==> src/pprd_pkg.sv <==
`timescale 1ns / 1ps

package pprd_pkg;

    localparam int SAMPLE_W = 16;
    localparam int TIME_W   = 32;
    localparam int SMOOTH_W = 24;
    localparam int BPM_W    = 16;
    localparam int WIN_W    = 7;
    localparam int THR_W    = 24;
    localparam int REFR_W   = 16;
    localparam int CFG_W    = 24;
    localparam int CFG_IDX_W = 2;
    // window is at most 127, so the sum of 16-bit samples fits in 23 bits
    localparam int SUM_W    = SAMPLE_W + WIN_W;
    localparam int DIV_W    = 32;
    localparam int DIV_CNT_W = $clog2(DIV_W + 1);

    // 60000 bpm-ms scaled by 256 for Q8.8
    localparam logic [DIV_W-1:0] RATE_NUM = 32'd15360000;

    localparam logic [CFG_IDX_W-1:0] CFG_WINDOW    = 2'd0;
    localparam logic [CFG_IDX_W-1:0] CFG_THRESHOLD = 2'd1;
    localparam logic [CFG_IDX_W-1:0] CFG_REFRACT   = 2'd2;

    typedef enum logic [1:0] {
        SLOPE_NONE,
        SLOPE_RISING,
        SLOPE_FALLING
    } slope_t;

    typedef enum logic {
        F_IDLE,
        F_UPDATE
    } front_state_t;

    typedef enum logic [2:0] {
        B_IDLE,
        B_SMOOTH,
        B_DETECT,
        B_RATE,
        B_OUT
    } back_state_t;

    // one queued item: window sum after the sample, and its timestamp
    typedef struct packed {
        logic [SUM_W-1:0]  sum;
        logic [TIME_W-1:0] time_ms;
    } item_t;

    typedef struct packed {
        logic             start;
        logic [DIV_W-1:0] dividend;
        logic [DIV_W-1:0] divisor;
    } div_req_t;

    typedef struct packed {
        logic             done;
        logic [DIV_W-1:0] quotient;
    } div_rsp_t;

endpackage

==> src/pulse_peak_rate_detector_top.sv <==
`timescale 1ns / 1ps

// Pulse peak and heart rate detector.
// Input stream (s_axis): one transaction per pulse sample, tdata carries
//   raw_sample and the millisecond timestamp time_ms.
// Output stream (m_axis): exactly one transaction per input sample, tdata
//   carries the Q16.8 moving average and the Q8.8 rate in beats per minute,
//   tuser flags that the rate is valid (second or later peak).
// Configuration: cfg_we writes cfg_data into register cfg_index
//   (0 window length, 1 level threshold, 2 refractory time in ms); write only
//   while the block is idle. A window write also empties the sample ring.
// Timing: the front takes a sample only from its idle state and passes an
//   update state before it can take the next, into a 2-deep queue; the back
//   shares one serial divider (1 quotient bit per cycle) and takes each item
//   through its smoothing divide, detect, rate divide (only when a peak
//   produces a rate) and output states before it pops the next; the result
//   is held in the output register that drives m_axis_tvalid.
// Reset: rst_n clears the ring (through a fill flag, no sweep), running sum,
//   detector state and registers to window 8, threshold 0, refractory 300.
// Stall: a result waits in the output register while m_axis_tready is low;
//   the back then holds, the queue fills and s_axis_tready drops.
module pulse_peak_rate_detector_top
#(
    parameter int MAX_WINDOW = 64
)
(
    input  logic        clk,
    input  logic        rst_n,
    input  logic        s_axis_tvalid,
    output logic        s_axis_tready,
    input  logic [47:0] s_axis_tdata,  // [15:0] raw_sample, [47:16] time_ms
    output logic        m_axis_tvalid,
    input  logic        m_axis_tready,
    output logic [39:0] m_axis_tdata,  // [23:0] smoothed_value, [39:24] beats_per_minute
    output logic [0:0]  m_axis_tuser,  // [0] rate_valid
    input  logic                              cfg_we,
    input  logic [pprd_pkg::CFG_IDX_W-1:0]    cfg_index,
    input  logic [pprd_pkg::CFG_W-1:0]        cfg_data
);

    // the window register is 7 bits wide, so the usable window tops out at 127
    localparam int WIN_EFF = (MAX_WINDOW > 127) ? 127 : MAX_WINDOW;
    localparam logic [pprd_pkg::WIN_W-1:0] WIN_CAP   = pprd_pkg::WIN_W'(WIN_EFF);
    localparam logic [pprd_pkg::WIN_W-1:0] WIN_RESET =
        pprd_pkg::WIN_W'((WIN_EFF < 8) ? WIN_EFF : 8);

    logic [pprd_pkg::WIN_W-1:0]  window_reg;
    logic [pprd_pkg::THR_W-1:0]  threshold_reg;
    logic [pprd_pkg::REFR_W-1:0] refract_reg;
    logic [pprd_pkg::WIN_W-1:0]  window_next;
    logic                        window_wr;

    logic                        q_push;
    logic                        q_pop;
    logic                        q_full;
    logic                        q_empty;
    pprd_pkg::item_t             q_item;
    pprd_pkg::item_t             q_head;
    pprd_pkg::div_req_t          div_req;
    pprd_pkg::div_rsp_t          div_rsp;

    logic [pprd_pkg::SMOOTH_W-1:0] smoothed;
    logic                          rate_valid;
    logic [pprd_pkg::BPM_W-1:0]    bpm;

    assign window_wr = cfg_we && (cfg_index == pprd_pkg::CFG_WINDOW);

    // zero acts as one, anything above the cap acts as the cap
    always_comb
    begin
        window_next = cfg_data[pprd_pkg::WIN_W-1:0];
        if (window_next == '0)
            window_next = pprd_pkg::WIN_W'(1);
        else if (window_next > WIN_CAP)
            window_next = WIN_CAP;
    end

    always_ff @(posedge clk or negedge rst_n)
    begin
        if (!rst_n)
        begin
            window_reg    <= WIN_RESET;
            threshold_reg <= '0;
            refract_reg   <= pprd_pkg::REFR_W'(300);
        end
        else if (cfg_we)
        begin
            case (cfg_index)
                pprd_pkg::CFG_WINDOW:    window_reg    <= window_next;
                pprd_pkg::CFG_THRESHOLD: threshold_reg <= cfg_data[pprd_pkg::THR_W-1:0];
                pprd_pkg::CFG_REFRACT:   refract_reg   <= cfg_data[pprd_pkg::REFR_W-1:0];
                default:                 ;
            endcase
        end
    end

    pprd_front #(
        .MAX_WINDOW (MAX_WINDOW)
    ) u_front (
        .clk     (clk),
        .rst_n   (rst_n),
        .window  (window_reg),
        .clear   (window_wr),
        .s_valid (s_axis_tvalid),
        .s_ready (s_axis_tready),
        .sample  (s_axis_tdata[15:0]),
        .time_ms (s_axis_tdata[47:16]),
        .q_full  (q_full),
        .q_push  (q_push),
        .q_item  (q_item)
    );

    pprd_queue u_queue (
        .clk       (clk),
        .rst_n     (rst_n),
        .push      (q_push),
        .push_item (q_item),
        .full      (q_full),
        .pop       (q_pop),
        .empty     (q_empty),
        .head      (q_head)
    );

    pprd_divider u_divider (
        .clk   (clk),
        .rst_n (rst_n),
        .req   (div_req),
        .rsp   (div_rsp)
    );

    pprd_back u_back (
        .clk        (clk),
        .rst_n      (rst_n),
        .window     (window_reg),
        .threshold  (threshold_reg),
        .refract    (refract_reg),
        .q_empty    (q_empty),
        .q_head     (q_head),
        .q_pop      (q_pop),
        .div_req    (div_req),
        .div_rsp    (div_rsp),
        .m_valid    (m_axis_tvalid),
        .m_ready    (m_axis_tready),
        .smoothed   (smoothed),
        .rate_valid (rate_valid),
        .bpm        (bpm)
    );

    assign m_axis_tdata = {bpm, smoothed};
    assign m_axis_tuser = rate_valid;

endmodule

==> src/pprd_divider.sv <==
`timescale 1ns / 1ps

// Restoring divider, one quotient bit per cycle.
// Divisor zero yields an all-ones quotient.
module pprd_divider
(
    input  logic               clk,
    input  logic               rst_n,
    input  pprd_pkg::div_req_t req,
    output pprd_pkg::div_rsp_t rsp
);

    logic [pprd_pkg::DIV_W-1:0]     quo_reg;
    logic [pprd_pkg::DIV_W-1:0]     rem_reg;
    logic [pprd_pkg::DIV_W-1:0]     dvs_reg;
    logic [pprd_pkg::DIV_CNT_W-1:0] cnt_reg;
    logic                           run_reg;
    logic                           done_reg;

    logic [pprd_pkg::DIV_W:0]   rem_sh;
    logic                       ge;
    logic [pprd_pkg::DIV_W:0]   rem_sub;

    assign rem_sh  = {rem_reg, quo_reg[pprd_pkg::DIV_W-1]};
    assign ge      = rem_sh >= {1'b0, dvs_reg};
    assign rem_sub = rem_sh - {1'b0, dvs_reg};

    always_ff @(posedge clk or negedge rst_n)
    begin
        if (!rst_n)
        begin
            run_reg  <= 1'b0;
            done_reg <= 1'b0;
            cnt_reg  <= '0;
        end
        else
        begin
            done_reg <= 1'b0;
            if (req.start)
            begin
                run_reg <= 1'b1;
                cnt_reg <= pprd_pkg::DIV_CNT_W'(pprd_pkg::DIV_W);
            end
            else if (run_reg)
            begin
                cnt_reg <= cnt_reg - 1'b1;
                if (cnt_reg == pprd_pkg::DIV_CNT_W'(1))
                begin
                    run_reg  <= 1'b0;
                    done_reg <= 1'b1;
                end
            end
        end
    end

    always_ff @(posedge clk)
    begin
        if (req.start)
        begin
            quo_reg <= req.dividend;
            rem_reg <= '0;
            dvs_reg <= req.divisor;
        end
        else if (run_reg)
        begin
            quo_reg <= {quo_reg[pprd_pkg::DIV_W-2:0], ge};
            rem_reg <= ge ? rem_sub[pprd_pkg::DIV_W-1:0] : rem_sh[pprd_pkg::DIV_W-1:0];
        end
    end

    assign rsp.done     = done_reg;
    assign rsp.quotient = quo_reg;

    a_done_ends_run: assert property (@(posedge clk) disable iff (!rst_n)
        done_reg |-> !run_reg && $past(run_reg))
        else $error("divider done without a finished run");

endmodule

==> src/pprd_queue.sv <==
`timescale 1ns / 1ps

// Two-entry queue between front and back.
module pprd_queue
(
    input  logic            clk,
    input  logic            rst_n,
    input  logic            push,
    input  pprd_pkg::item_t push_item,
    output logic            full,
    input  logic            pop,
    output logic            empty,
    output pprd_pkg::item_t head
);

    pprd_pkg::item_t slot_mem [2];
    logic            wr_ptr_reg;
    logic            rd_ptr_reg;
    logic [1:0]      count_reg;

    assign full  = count_reg == 2'd2;
    assign empty = count_reg == 2'd0;
    assign head  = slot_mem[rd_ptr_reg];

    always_ff @(posedge clk or negedge rst_n)
    begin
        if (!rst_n)
        begin
            wr_ptr_reg <= 1'b0;
            rd_ptr_reg <= 1'b0;
            count_reg  <= 2'd0;
        end
        else
        begin
            if (push)
                wr_ptr_reg <= ~wr_ptr_reg;
            if (pop)
                rd_ptr_reg <= ~rd_ptr_reg;
            if (push && !pop)
                count_reg <= count_reg + 2'd1;
            else if (pop && !push)
                count_reg <= count_reg - 2'd1;
        end
    end

    always_ff @(posedge clk)
    begin
        if (push)
            slot_mem[wr_ptr_reg] <= push_item;
    end

    a_no_overflow: assert property (@(posedge clk) disable iff (!rst_n)
        !(push && full && !pop) && !(pop && empty))
        else $error("queue overflow or underflow");

endmodule

==> src/pprd_front.sv <==
`timescale 1ns / 1ps

// Front: takes samples, keeps the ring buffer and the running window sum.
module pprd_front
#(
    parameter int MAX_WINDOW = 64
)
(
    input  logic                          clk,
    input  logic                          rst_n,
    input  logic [pprd_pkg::WIN_W-1:0]    window,
    input  logic                          clear,
    input  logic                          s_valid,
    output logic                          s_ready,
    input  logic [pprd_pkg::SAMPLE_W-1:0] sample,
    input  logic [pprd_pkg::TIME_W-1:0]   time_ms,
    input  logic                          q_full,
    output logic                          q_push,
    output pprd_pkg::item_t               q_item
);

    localparam int PW = $clog2(MAX_WINDOW);

    pprd_pkg::front_state_t state_reg;
    pprd_pkg::front_state_t state_next;

    logic [pprd_pkg::SAMPLE_W-1:0] ring_mem [MAX_WINDOW];
    logic [pprd_pkg::SAMPLE_W-1:0] rd_reg;
    logic [pprd_pkg::SAMPLE_W-1:0] sample_reg;
    logic [pprd_pkg::TIME_W-1:0]   time_reg;
    logic [PW-1:0]                 pos_reg;
    logic [pprd_pkg::SUM_W-1:0]    sum_reg;
    logic                          wrapped_reg;

    logic                          accept;
    logic [pprd_pkg::SUM_W-1:0]    sum_next;
    logic [pprd_pkg::SAMPLE_W-1:0] old_sample;
    logic                          pos_last;

    assign accept = s_valid && s_ready;

    // entries read before the first wrap since a clear hold zero
    assign old_sample = wrapped_reg ? rd_reg : '0;
    assign sum_next   = sum_reg - pprd_pkg::SUM_W'(old_sample)
                        + pprd_pkg::SUM_W'(sample_reg);
    assign pos_last   = (32'(pos_reg) + 32'd1) >= 32'(window);

    always_ff @(posedge clk or negedge rst_n)
    begin
        if (!rst_n)
            state_reg <= pprd_pkg::F_IDLE;
        else
            state_reg <= state_next;
    end

    always_comb
    begin
        state_next = state_reg;
        s_ready    = 1'b0;
        q_push     = 1'b0;
        case (state_reg)
            pprd_pkg::F_IDLE:
            begin
                s_ready = !q_full;
                if (s_valid && !q_full)
                    state_next = pprd_pkg::F_UPDATE;
            end
            pprd_pkg::F_UPDATE:
            begin
                q_push     = 1'b1;
                state_next = pprd_pkg::F_IDLE;
            end
            default:
                state_next = pprd_pkg::F_IDLE;
        endcase
    end

    assign q_item.sum     = sum_next;
    assign q_item.time_ms = time_reg;

    always_ff @(posedge clk or negedge rst_n)
    begin
        if (!rst_n)
        begin
            pos_reg     <= '0;
            sum_reg     <= '0;
            wrapped_reg <= 1'b0;
        end
        else if (clear)
        begin
            pos_reg     <= '0;
            sum_reg     <= '0;
            wrapped_reg <= 1'b0;
        end
        else if (state_reg == pprd_pkg::F_UPDATE)
        begin
            sum_reg <= sum_next;
            if (pos_last)
            begin
                pos_reg     <= '0;
                wrapped_reg <= 1'b1;
            end
            else
                pos_reg <= pos_reg + 1'b1;
        end
    end

    always_ff @(posedge clk)
    begin
        if (accept)
        begin
            rd_reg     <= ring_mem[pos_reg];
            sample_reg <= sample;
            time_reg   <= time_ms;
        end
        if (state_reg == pprd_pkg::F_UPDATE)
            ring_mem[pos_reg] <= sample_reg;
    end

    a_pos_in_window: assert property (@(posedge clk) disable iff (!rst_n)
        32'(pos_reg) < 32'(window))
        else $error("ring position outside window");

endmodule

==> src/pprd_back.sv <==
`timescale 1ns / 1ps

// Back: smoothing divide, slope and peak tracking, rate divide, result register.
module pprd_back
(
    input  logic                          clk,
    input  logic                          rst_n,
    input  logic [pprd_pkg::WIN_W-1:0]    window,
    input  logic [pprd_pkg::THR_W-1:0]    threshold,
    input  logic [pprd_pkg::REFR_W-1:0]   refract,
    input  logic                          q_empty,
    input  pprd_pkg::item_t               q_head,
    output logic                          q_pop,
    output pprd_pkg::div_req_t            div_req,
    input  pprd_pkg::div_rsp_t            div_rsp,
    output logic                          m_valid,
    input  logic                          m_ready,
    output logic [pprd_pkg::SMOOTH_W-1:0] smoothed,
    output logic                          rate_valid,
    output logic [pprd_pkg::BPM_W-1:0]    bpm
);

    pprd_pkg::back_state_t state_reg;
    pprd_pkg::back_state_t state_next;

    logic [pprd_pkg::TIME_W-1:0]   time_reg;
    logic [pprd_pkg::SMOOTH_W-1:0] smooth_reg;
    logic                          rvalid_reg;
    logic [pprd_pkg::BPM_W-1:0]    rate_reg;

    logic [pprd_pkg::SMOOTH_W-1:0] prior_reg;
    pprd_pkg::slope_t              slope_reg;
    logic                          seen_reg;
    logic                          refr_reg;
    logic [pprd_pkg::TIME_W-1:0]   last_reg;

    logic                          m_valid_reg;
    logic [pprd_pkg::SMOOTH_W-1:0] out_smooth_reg;
    logic                          out_rvalid_reg;
    logic [pprd_pkg::BPM_W-1:0]    out_bpm_reg;

    logic                          below;
    logic [pprd_pkg::TIME_W-1:0]   elapsed;
    logic                          hold;
    pprd_pkg::slope_t              new_slope;
    logic                          peak;
    logic                          load_out;
    logic [pprd_pkg::BPM_W-1:0]    rate_sat;

    assign below   = smooth_reg < threshold;
    assign elapsed = time_reg - last_reg;
    assign hold    = refr_reg && (elapsed < pprd_pkg::TIME_W'(refract));
    assign peak    = (slope_reg == pprd_pkg::SLOPE_RISING)
                     && (new_slope == pprd_pkg::SLOPE_FALLING);
    assign rate_sat = (|div_rsp.quotient[pprd_pkg::DIV_W-1:pprd_pkg::BPM_W])
                      ? '1 : div_rsp.quotient[pprd_pkg::BPM_W-1:0];

    always_comb
    begin
        if (smooth_reg > prior_reg)
            new_slope = pprd_pkg::SLOPE_RISING;
        else if (smooth_reg < prior_reg)
            new_slope = pprd_pkg::SLOPE_FALLING;
        else
            new_slope = slope_reg;
    end

    always_ff @(posedge clk or negedge rst_n)
    begin
        if (!rst_n)
            state_reg <= pprd_pkg::B_IDLE;
        else
            state_reg <= state_next;
    end

    always_comb
    begin
        state_next       = state_reg;
        q_pop            = 1'b0;
        load_out         = 1'b0;
        div_req.start    = 1'b0;
        div_req.dividend = {1'b0, q_head.sum, 8'd0};
        div_req.divisor  = pprd_pkg::DIV_W'(window);
        case (state_reg)
            pprd_pkg::B_IDLE:
            begin
                if (!q_empty)
                begin
                    q_pop         = 1'b1;
                    div_req.start = 1'b1;
                    state_next    = pprd_pkg::B_SMOOTH;
                end
            end
            pprd_pkg::B_SMOOTH:
            begin
                if (div_rsp.done)
                    state_next = pprd_pkg::B_DETECT;
            end
            pprd_pkg::B_DETECT:
            begin
                // interval of zero gives an all-ones quotient, saturated by rate_sat
                div_req.dividend = pprd_pkg::RATE_NUM;
                div_req.divisor  = elapsed;
                if (!below && !hold && peak && seen_reg)
                begin
                    div_req.start = 1'b1;
                    state_next    = pprd_pkg::B_RATE;
                end
                else
                    state_next = pprd_pkg::B_OUT;
            end
            pprd_pkg::B_RATE:
            begin
                if (div_rsp.done)
                    state_next = pprd_pkg::B_OUT;
            end
            pprd_pkg::B_OUT:
            begin
                if (!m_valid_reg || m_ready)
                begin
                    load_out   = 1'b1;
                    state_next = pprd_pkg::B_IDLE;
                end
            end
            default:
                state_next = pprd_pkg::B_IDLE;
        endcase
    end

    // detector state
    always_ff @(posedge clk or negedge rst_n)
    begin
        if (!rst_n)
        begin
            prior_reg <= '0;
            slope_reg <= pprd_pkg::SLOPE_NONE;
            seen_reg  <= 1'b0;
            refr_reg  <= 1'b0;
            last_reg  <= '0;
        end
        else if (state_reg == pprd_pkg::B_DETECT)
        begin
            if (below)
                slope_reg <= pprd_pkg::SLOPE_NONE;
            else if (!hold)
            begin
                refr_reg  <= 1'b0;
                slope_reg <= new_slope;
                prior_reg <= smooth_reg;
                if (peak)
                begin
                    seen_reg <= 1'b1;
                    last_reg <= time_reg;
                    refr_reg <= 1'b1;
                end
            end
        end
    end

    always_ff @(posedge clk or negedge rst_n)
    begin
        if (!rst_n)
            m_valid_reg <= 1'b0;
        else if (load_out)
            m_valid_reg <= 1'b1;
        else if (m_ready)
            m_valid_reg <= 1'b0;
    end

    always_ff @(posedge clk)
    begin
        if (q_pop)
            time_reg <= q_head.time_ms;
        if (state_reg == pprd_pkg::B_SMOOTH && div_rsp.done)
            smooth_reg <= div_rsp.quotient[pprd_pkg::SMOOTH_W-1:0];
        if (state_reg == pprd_pkg::B_DETECT)
        begin
            rvalid_reg <= 1'b0;
            rate_reg   <= '0;
        end
        else if (state_reg == pprd_pkg::B_RATE && div_rsp.done)
        begin
            rvalid_reg <= 1'b1;
            rate_reg   <= rate_sat;
        end
        if (load_out)
        begin
            out_smooth_reg <= smooth_reg;
            out_rvalid_reg <= rvalid_reg;
            out_bpm_reg    <= rate_reg;
        end
    end

    assign m_valid    = m_valid_reg;
    assign smoothed   = out_smooth_reg;
    assign rate_valid = out_rvalid_reg;
    assign bpm        = out_bpm_reg;

    a_rate_zero_when_invalid: assert property (@(posedge clk) disable iff (!rst_n)
        (m_valid_reg && !out_rvalid_reg) |-> (out_bpm_reg == '0))
        else $error("rate nonzero without rate_valid");

    a_div_start_idle_or_detect: assert property (@(posedge clk) disable iff (!rst_n)
        div_req.start |-> (state_reg == pprd_pkg::B_IDLE || state_reg == pprd_pkg::B_DETECT))
        else $error("divider started outside a dispatch state");

endmodule

==> config.mk <==
export PLATFORM = sky130hd
export DESIGN_NAME = pulse_peak_rate_detector_top
export DESIGN_NICKNAME = d
export VERILOG_FILES = /design/src/pprd_pkg.sv /design/src/pulse_peak_rate_detector_top.sv /design/src/pprd_divider.sv /design/src/pprd_queue.sv /design/src/pprd_front.sv /design/src/pprd_back.sv
export SDC_FILE = /design/constraint.sdc
export NUM_CORES = 2
export LEC_CHECK = 0
export ABC_AREA = 0
export BUFFER_PORTS_ARGS = -buffer_cell sky130_fd_sc_hd__buf_4
export CORE_ASPECT_RATIO = 0.8
export CORE_MARGIN = 5
export CORE_UTILIZATION = 63
export DETAILED_ROUTE_END_ITERATION = 8
export MAX_ROUTING_LAYER = met4
export PLACE_DENSITY = 0.87
export REMOVE_ABC_BUFFERS = 1
export SYNTH_ARGS = -nofsm -noshare
export SYNTH_HDL_FRONTEND = slang
export SYNTH_SLANG_ARGS = --single-unit
==> constraint.sdc <==
create_clock -name clk -period 5.73 [get_ports clk]
set_input_delay 0.573 -clock clk [delete_from_list [all_inputs] [get_ports clk]]
set_output_delay 0.573 -clock clk [all_outputs]
set_load 0.05 [all_outputs]
==> results_tabular.tex <==
\begin{tabular}{lr}
\hline
Metric & Value \\
\hline
\multicolumn{2}{l}{\textbf{Status}} \\
Outcome & finished clean \\
\multicolumn{2}{l}{\textbf{Routing}} \\
Detailed Route Iter0 Violations & 7031 \\
Detail-routed net length per standard cell & 30.0 um \\
Residual DRC count & 0 \\
Wire length after detailed routing & 176 mm \\
Count of antenna-violating nets left after detailed routing & 0 \\
Via count & 41200 \\
DR pass1 iterations & 8 \\
Detail-routed via count per cell & 7.02 \\
\multicolumn{2}{l}{\textbf{Place}} \\
Half-perimeter wire length after placement & 99.6 mm \\
Post-Place Cells & 5558 \\
Port buffer count & 121 \\
Placer Congestion & 0.931 \\
\multicolumn{2}{l}{\textbf{Timing}} \\
Transition at the pin with the smallest max-transition slack & 1.37 ns \\
Worst-case clock skew & 0.0693 ns \\
Max transition margin & 0.0754 \\
RSZ-0062 raised after global routing & false \\
Final critical path time including I/O delays and setup & 5.39 ns \\
Worst slack on hold paths & 0.0439 ns \\
Setup TNS & 0 ns \\
Pins over their slew limit & 0 \\
Share of the cycle needed by the critical path after routing & 0.940 \\
Maximum clock frequency & 186 MHz \\
Number of failing setup endpoints in the final timing report & 0 \\
Final count of hold timing violations & 0 \\
\multicolumn{2}{l}{\textbf{Clock network}} \\
Clock tree from TritonCTS & yes \\
Number of buffers between clock root and the deepest sink & 3 \\
Sink count of the clock tree & 1562 \\
Cts repair resizes & 0 \\
CTS Hold Buffers Added & 47 \\
Deepest level of the CTS H-tree & 4 \\
Number of setup buffers added after CTS & 0 \\
Reg clk slew, reported paths & 0.06 ns \\
Number of clock buffers inserted by TritonCTS & 143 \\
Root Buffer & sky130\_fd\_sc\_hd\_\_clkbuf\_16 \\
Clock network latency to the later pin of the worst-skew pair & 0.79 ns \\
\multicolumn{2}{l}{\textbf{Final layout}} \\
Max reg flops & 1024 \\
Ratio of cells with drive above 1 in the final layout & 0.140 \\
Largest register by flop count & u\_front.ring\_mem \\
NumNets Final & 4681 \\
Signed area change from the synthesized netlist to the final layout & 12.9\% \\
Final cell count without fillers & 5873 \\
Top flop regs & u\_front.ring\_mem x1024, u\_queue.slot\_mem x110 \\
\multicolumn{2}{l}{\textbf{Logic synthesis}} \\
Fraction of the mapped netlist area in compound gates & 0.123 \\
Fraction of the mapped netlist area in adder cells & 0.0370 \\
Most common flop cell mapped by yosys & sky130\_fd\_sc\_hd\_\_edfxtp\_1 \\
Parity-gate share of the synthesized area counting xor and xnor cells & 0.0103 \\
Synth unique cells & 95 \\
Number of register bits inferred by synthesis & 1562 \\
Synthesis Warnings & 0 \\
Sequential area share after synthesis & 0.718 \\
Post-synth ARST share & 0.0986 \\
Count of flip-flops with a built-in enable after synthesis & 1359 \\
Post-Syn Instances & 4168 \\
Dominant combinational cell family by area after synthesis & compound AO/OA/AOI/OAI gates \\
Mux cell area share after synthesis & 0.0351 \\
Syn Area/Cell & 15.3 sq um \\
Share of synthesized cell area in and, or, nand and nor gates & 0.0500 \\
Mapped cell area & 63600 sq um \\
\multicolumn{2}{l}{\textbf{Die}} \\
Die boundary width & 365 um \\
Count of standard-cell rows & 104 \\
Full die area & 107000 sq um \\
Starting Density & 0.634 \\
Count of boundary I/O pins & 122 \\
Core footprint & 100000 sq um \\
Vertical extent of the die & 294 um \\
\multicolumn{2}{l}{\textbf{Critical path}} \\
Maximum fanout along the worst path & 34 \\
Arr. time, crit path & 6.03 ns \\
Startpoint types & flop \\
CP Cell Sequence & inv\_1 > ha\_1 > nor2b\_1 > o31a\_1 > o21ai\_2 > o21ai\_2 > o21ai\_0 > inv\_1 > a21oi\_1 > ha\_1 > a21o\_1 > a21oi\_1 > o21ai\_0 > a211oi\_1 > nor4bb\_1 > nand4\_1 > nor4\_2 > nand2\_1 > nand4\_4 > mux2\_2 \\
Type of the worst setup path & reg -> reg \\
Standard cell with the maximum stage delay on the critical path & sky130\_fd\_sc\_hd\_\_nand4\_4 \\
CP max stage delay & 0.49 ns \\
Crit path required time & 6.37 ns \\
Crit path capture type & flop \\
\multicolumn{2}{l}{\textbf{Global route}} \\
Initial antenna violation count & 6 \\
Final global-route overflow total & 0 \\
Global Route Usage Sum & 0.334 \\
Via count of the first global-routing pass & 40700 \\
Largest net degree at the start of global routing & 90 \\
Global-route wire length before repair & 258 mm \\
\multicolumn{2}{l}{\textbf{Worst hold path}} \\
Worst min-delay path category & in -> reg \\
\multicolumn{2}{l}{\textbf{Power}} \\
Leak & 25.3 nW \\
Worst ir drop on vdd & 0.000387 V \\
Power per Cell Area & 504 nW/um\^{}2 \\
\multicolumn{2}{l}{\textbf{Run}} \\
\# Max-Cap Violations & 0 \\
\hline
\end{tabular}
## synth_stat cells, types with 49 or more instances
library cell	instances	area share
sky130_fd_sc_hd__nand4_1	59	0.0058
sky130_fd_sc_hd__a221oi_1	89	0.012
sky130_fd_sc_hd__a31oi_1	88	0.0087
sky130_fd_sc_hd__a21oi_1	160	0.013
sky130_fd_sc_hd__xnor2_1	51	0.0070
sky130_fd_sc_hd__edfxtp_1	1359	0.64
sky130_fd_sc_hd__nand2_1	99	0.0058
sky130_fd_sc_hd__mux2i_1	66	0.010
sky130_fd_sc_hd__inv_1	241	0.014
sky130_fd_sc_hd__clkbuf_1	149	0.0088
sky130_fd_sc_hd__nor2_1	212	0.013
sky130_fd_sc_hd__nand3_1	55	0.0043
sky130_fd_sc_hd__o21ai_0	89	0.0070
sky130_fd_sc_hd__a22o_1	92	0.013
sky130_fd_sc_hd__dfxtp_1	49	0.015
sky130_fd_sc_hd__dfrtp_1	149	0.059
sky130_fd_sc_hd__ha_1	159	0.031
sky130_fd_sc_hd__a22oi_1	337	0.040
sky130_fd_sc_hd__a21o_1	55	0.0065
sky130_fd_sc_hd__mux2_2	88	0.016
## layout make-up
class	count	area (sq um)
fill	5624	28500
clock buffer	178	3820
antenna	7	17.5
timing repair buffer	303	2530
tap	1325	1660
multi-input combinational	2169	16300
clock inverter	83	870
inverter	246	925
sequential	1562	45700
## stage by stage
step | area, sq um | worst slack (ns) | power [mW] | utilization
2_1_floorplan | 62800 | -4.47 | 22.7 | -
3_3_place_gp | 66600 | 0.740 | 25.5 | 0.664
3_5_place_dp | 66600 | 0.430 | 26.0 | 0.664
4_1_cts | 71800 | 0.392 | 35.7 | 0.715
5_1_grt | 71800 | 0.0945 | 37.6 | 0.715
6_report | 71800 | 0.343 | 36.2 | 0.716
## path summary, 6_finish.rpt
| check | start | end | slack [ns] | cells after the start |
|---|---|---|---|---|
| max in group asynchronous | rst_n | u_front.sum_reg[1]$_DFFE_PN0P_ | 4.21 | 3 |
| worst max register to register | u_back.last_reg[1]$_DFFE_PN0P_ | u_back.last_reg[31]$_DFFE_PN0P_ | 0.34 | 20 |
| min in group asynchronous | rst_n | threshold_reg[20]$_DFFE_PN0P_ | 0.32 | 2 |
| worst min-delay path | cfg_data[21] | threshold_reg[21]$_DFFE_PN0P_ | 0.04 | 2 |
| worst max-delay path | u_back.last_reg[1]$_DFFE_PN0P_ | u_back.last_reg[31]$_DFFE_PN0P_ | 0.34 | 20 |
| worst min register to register | u_back.rate_reg[15]$_SDFFE_PP0P_ | u_back.bpm[15]$_DFFE_PP_ | 0.40 | 0 |
## routing by layer
layer,track usage,wire (um),share of wire
met1,0.431,61300,0.35
met2,0.495,79200,0.45
met3,0.0966,24900,0.14
met4,0.164,10600,0.060
met5,-,0,0
## placed cells by master (no fill, tap or decap), drive strengths merged, types with 92 or more instances in the layout
master     n
inv      252
a22oi    337
clkbuf   178
a21oi    162
edfxtp  1359
o21ai     93
nor2     214
dfrtp    149
buf      256
a22o      92
mux2     134
ha       159
nand2     99
## worst max-delay path, delay by kind of cell (launching register included)
kind	cells	cell delay (ns)
DFF	1	0.39
muxes	1	0.43
AOI/OAI and AO/OA	9	1.93
buffers and inverters	2	0.20
and+or+nand+nor	6	1.69
adders and majority gates	2	0.55
## logic make-up after synthesis
group / Yosys count
adder cells (fa/ha/maj): 177
buffers and inverters: 437
AND/OR/NAND/NOR: 635
flip-flops: 1562
multiplexers: 200
XOR/XNOR: 75
AO/OA/AOI/OAI: 1082
## where the power goes
| group | leakage (nW) | total, mW | internal (mW) | switching, mW |
|---|---|---|---|---|
| logic | 8.32 | 11.3 | 4.08 | 7.18 |
| clock network | 2.28 | 9.77 | 5.32 | 4.45 |
| registers | 14.7 | 15.2 | 14.4 | 0.717 |
| total | 25.3 | 36.2 | 23.8 | 12.3 |
Power figures use the tool's default switching activity.
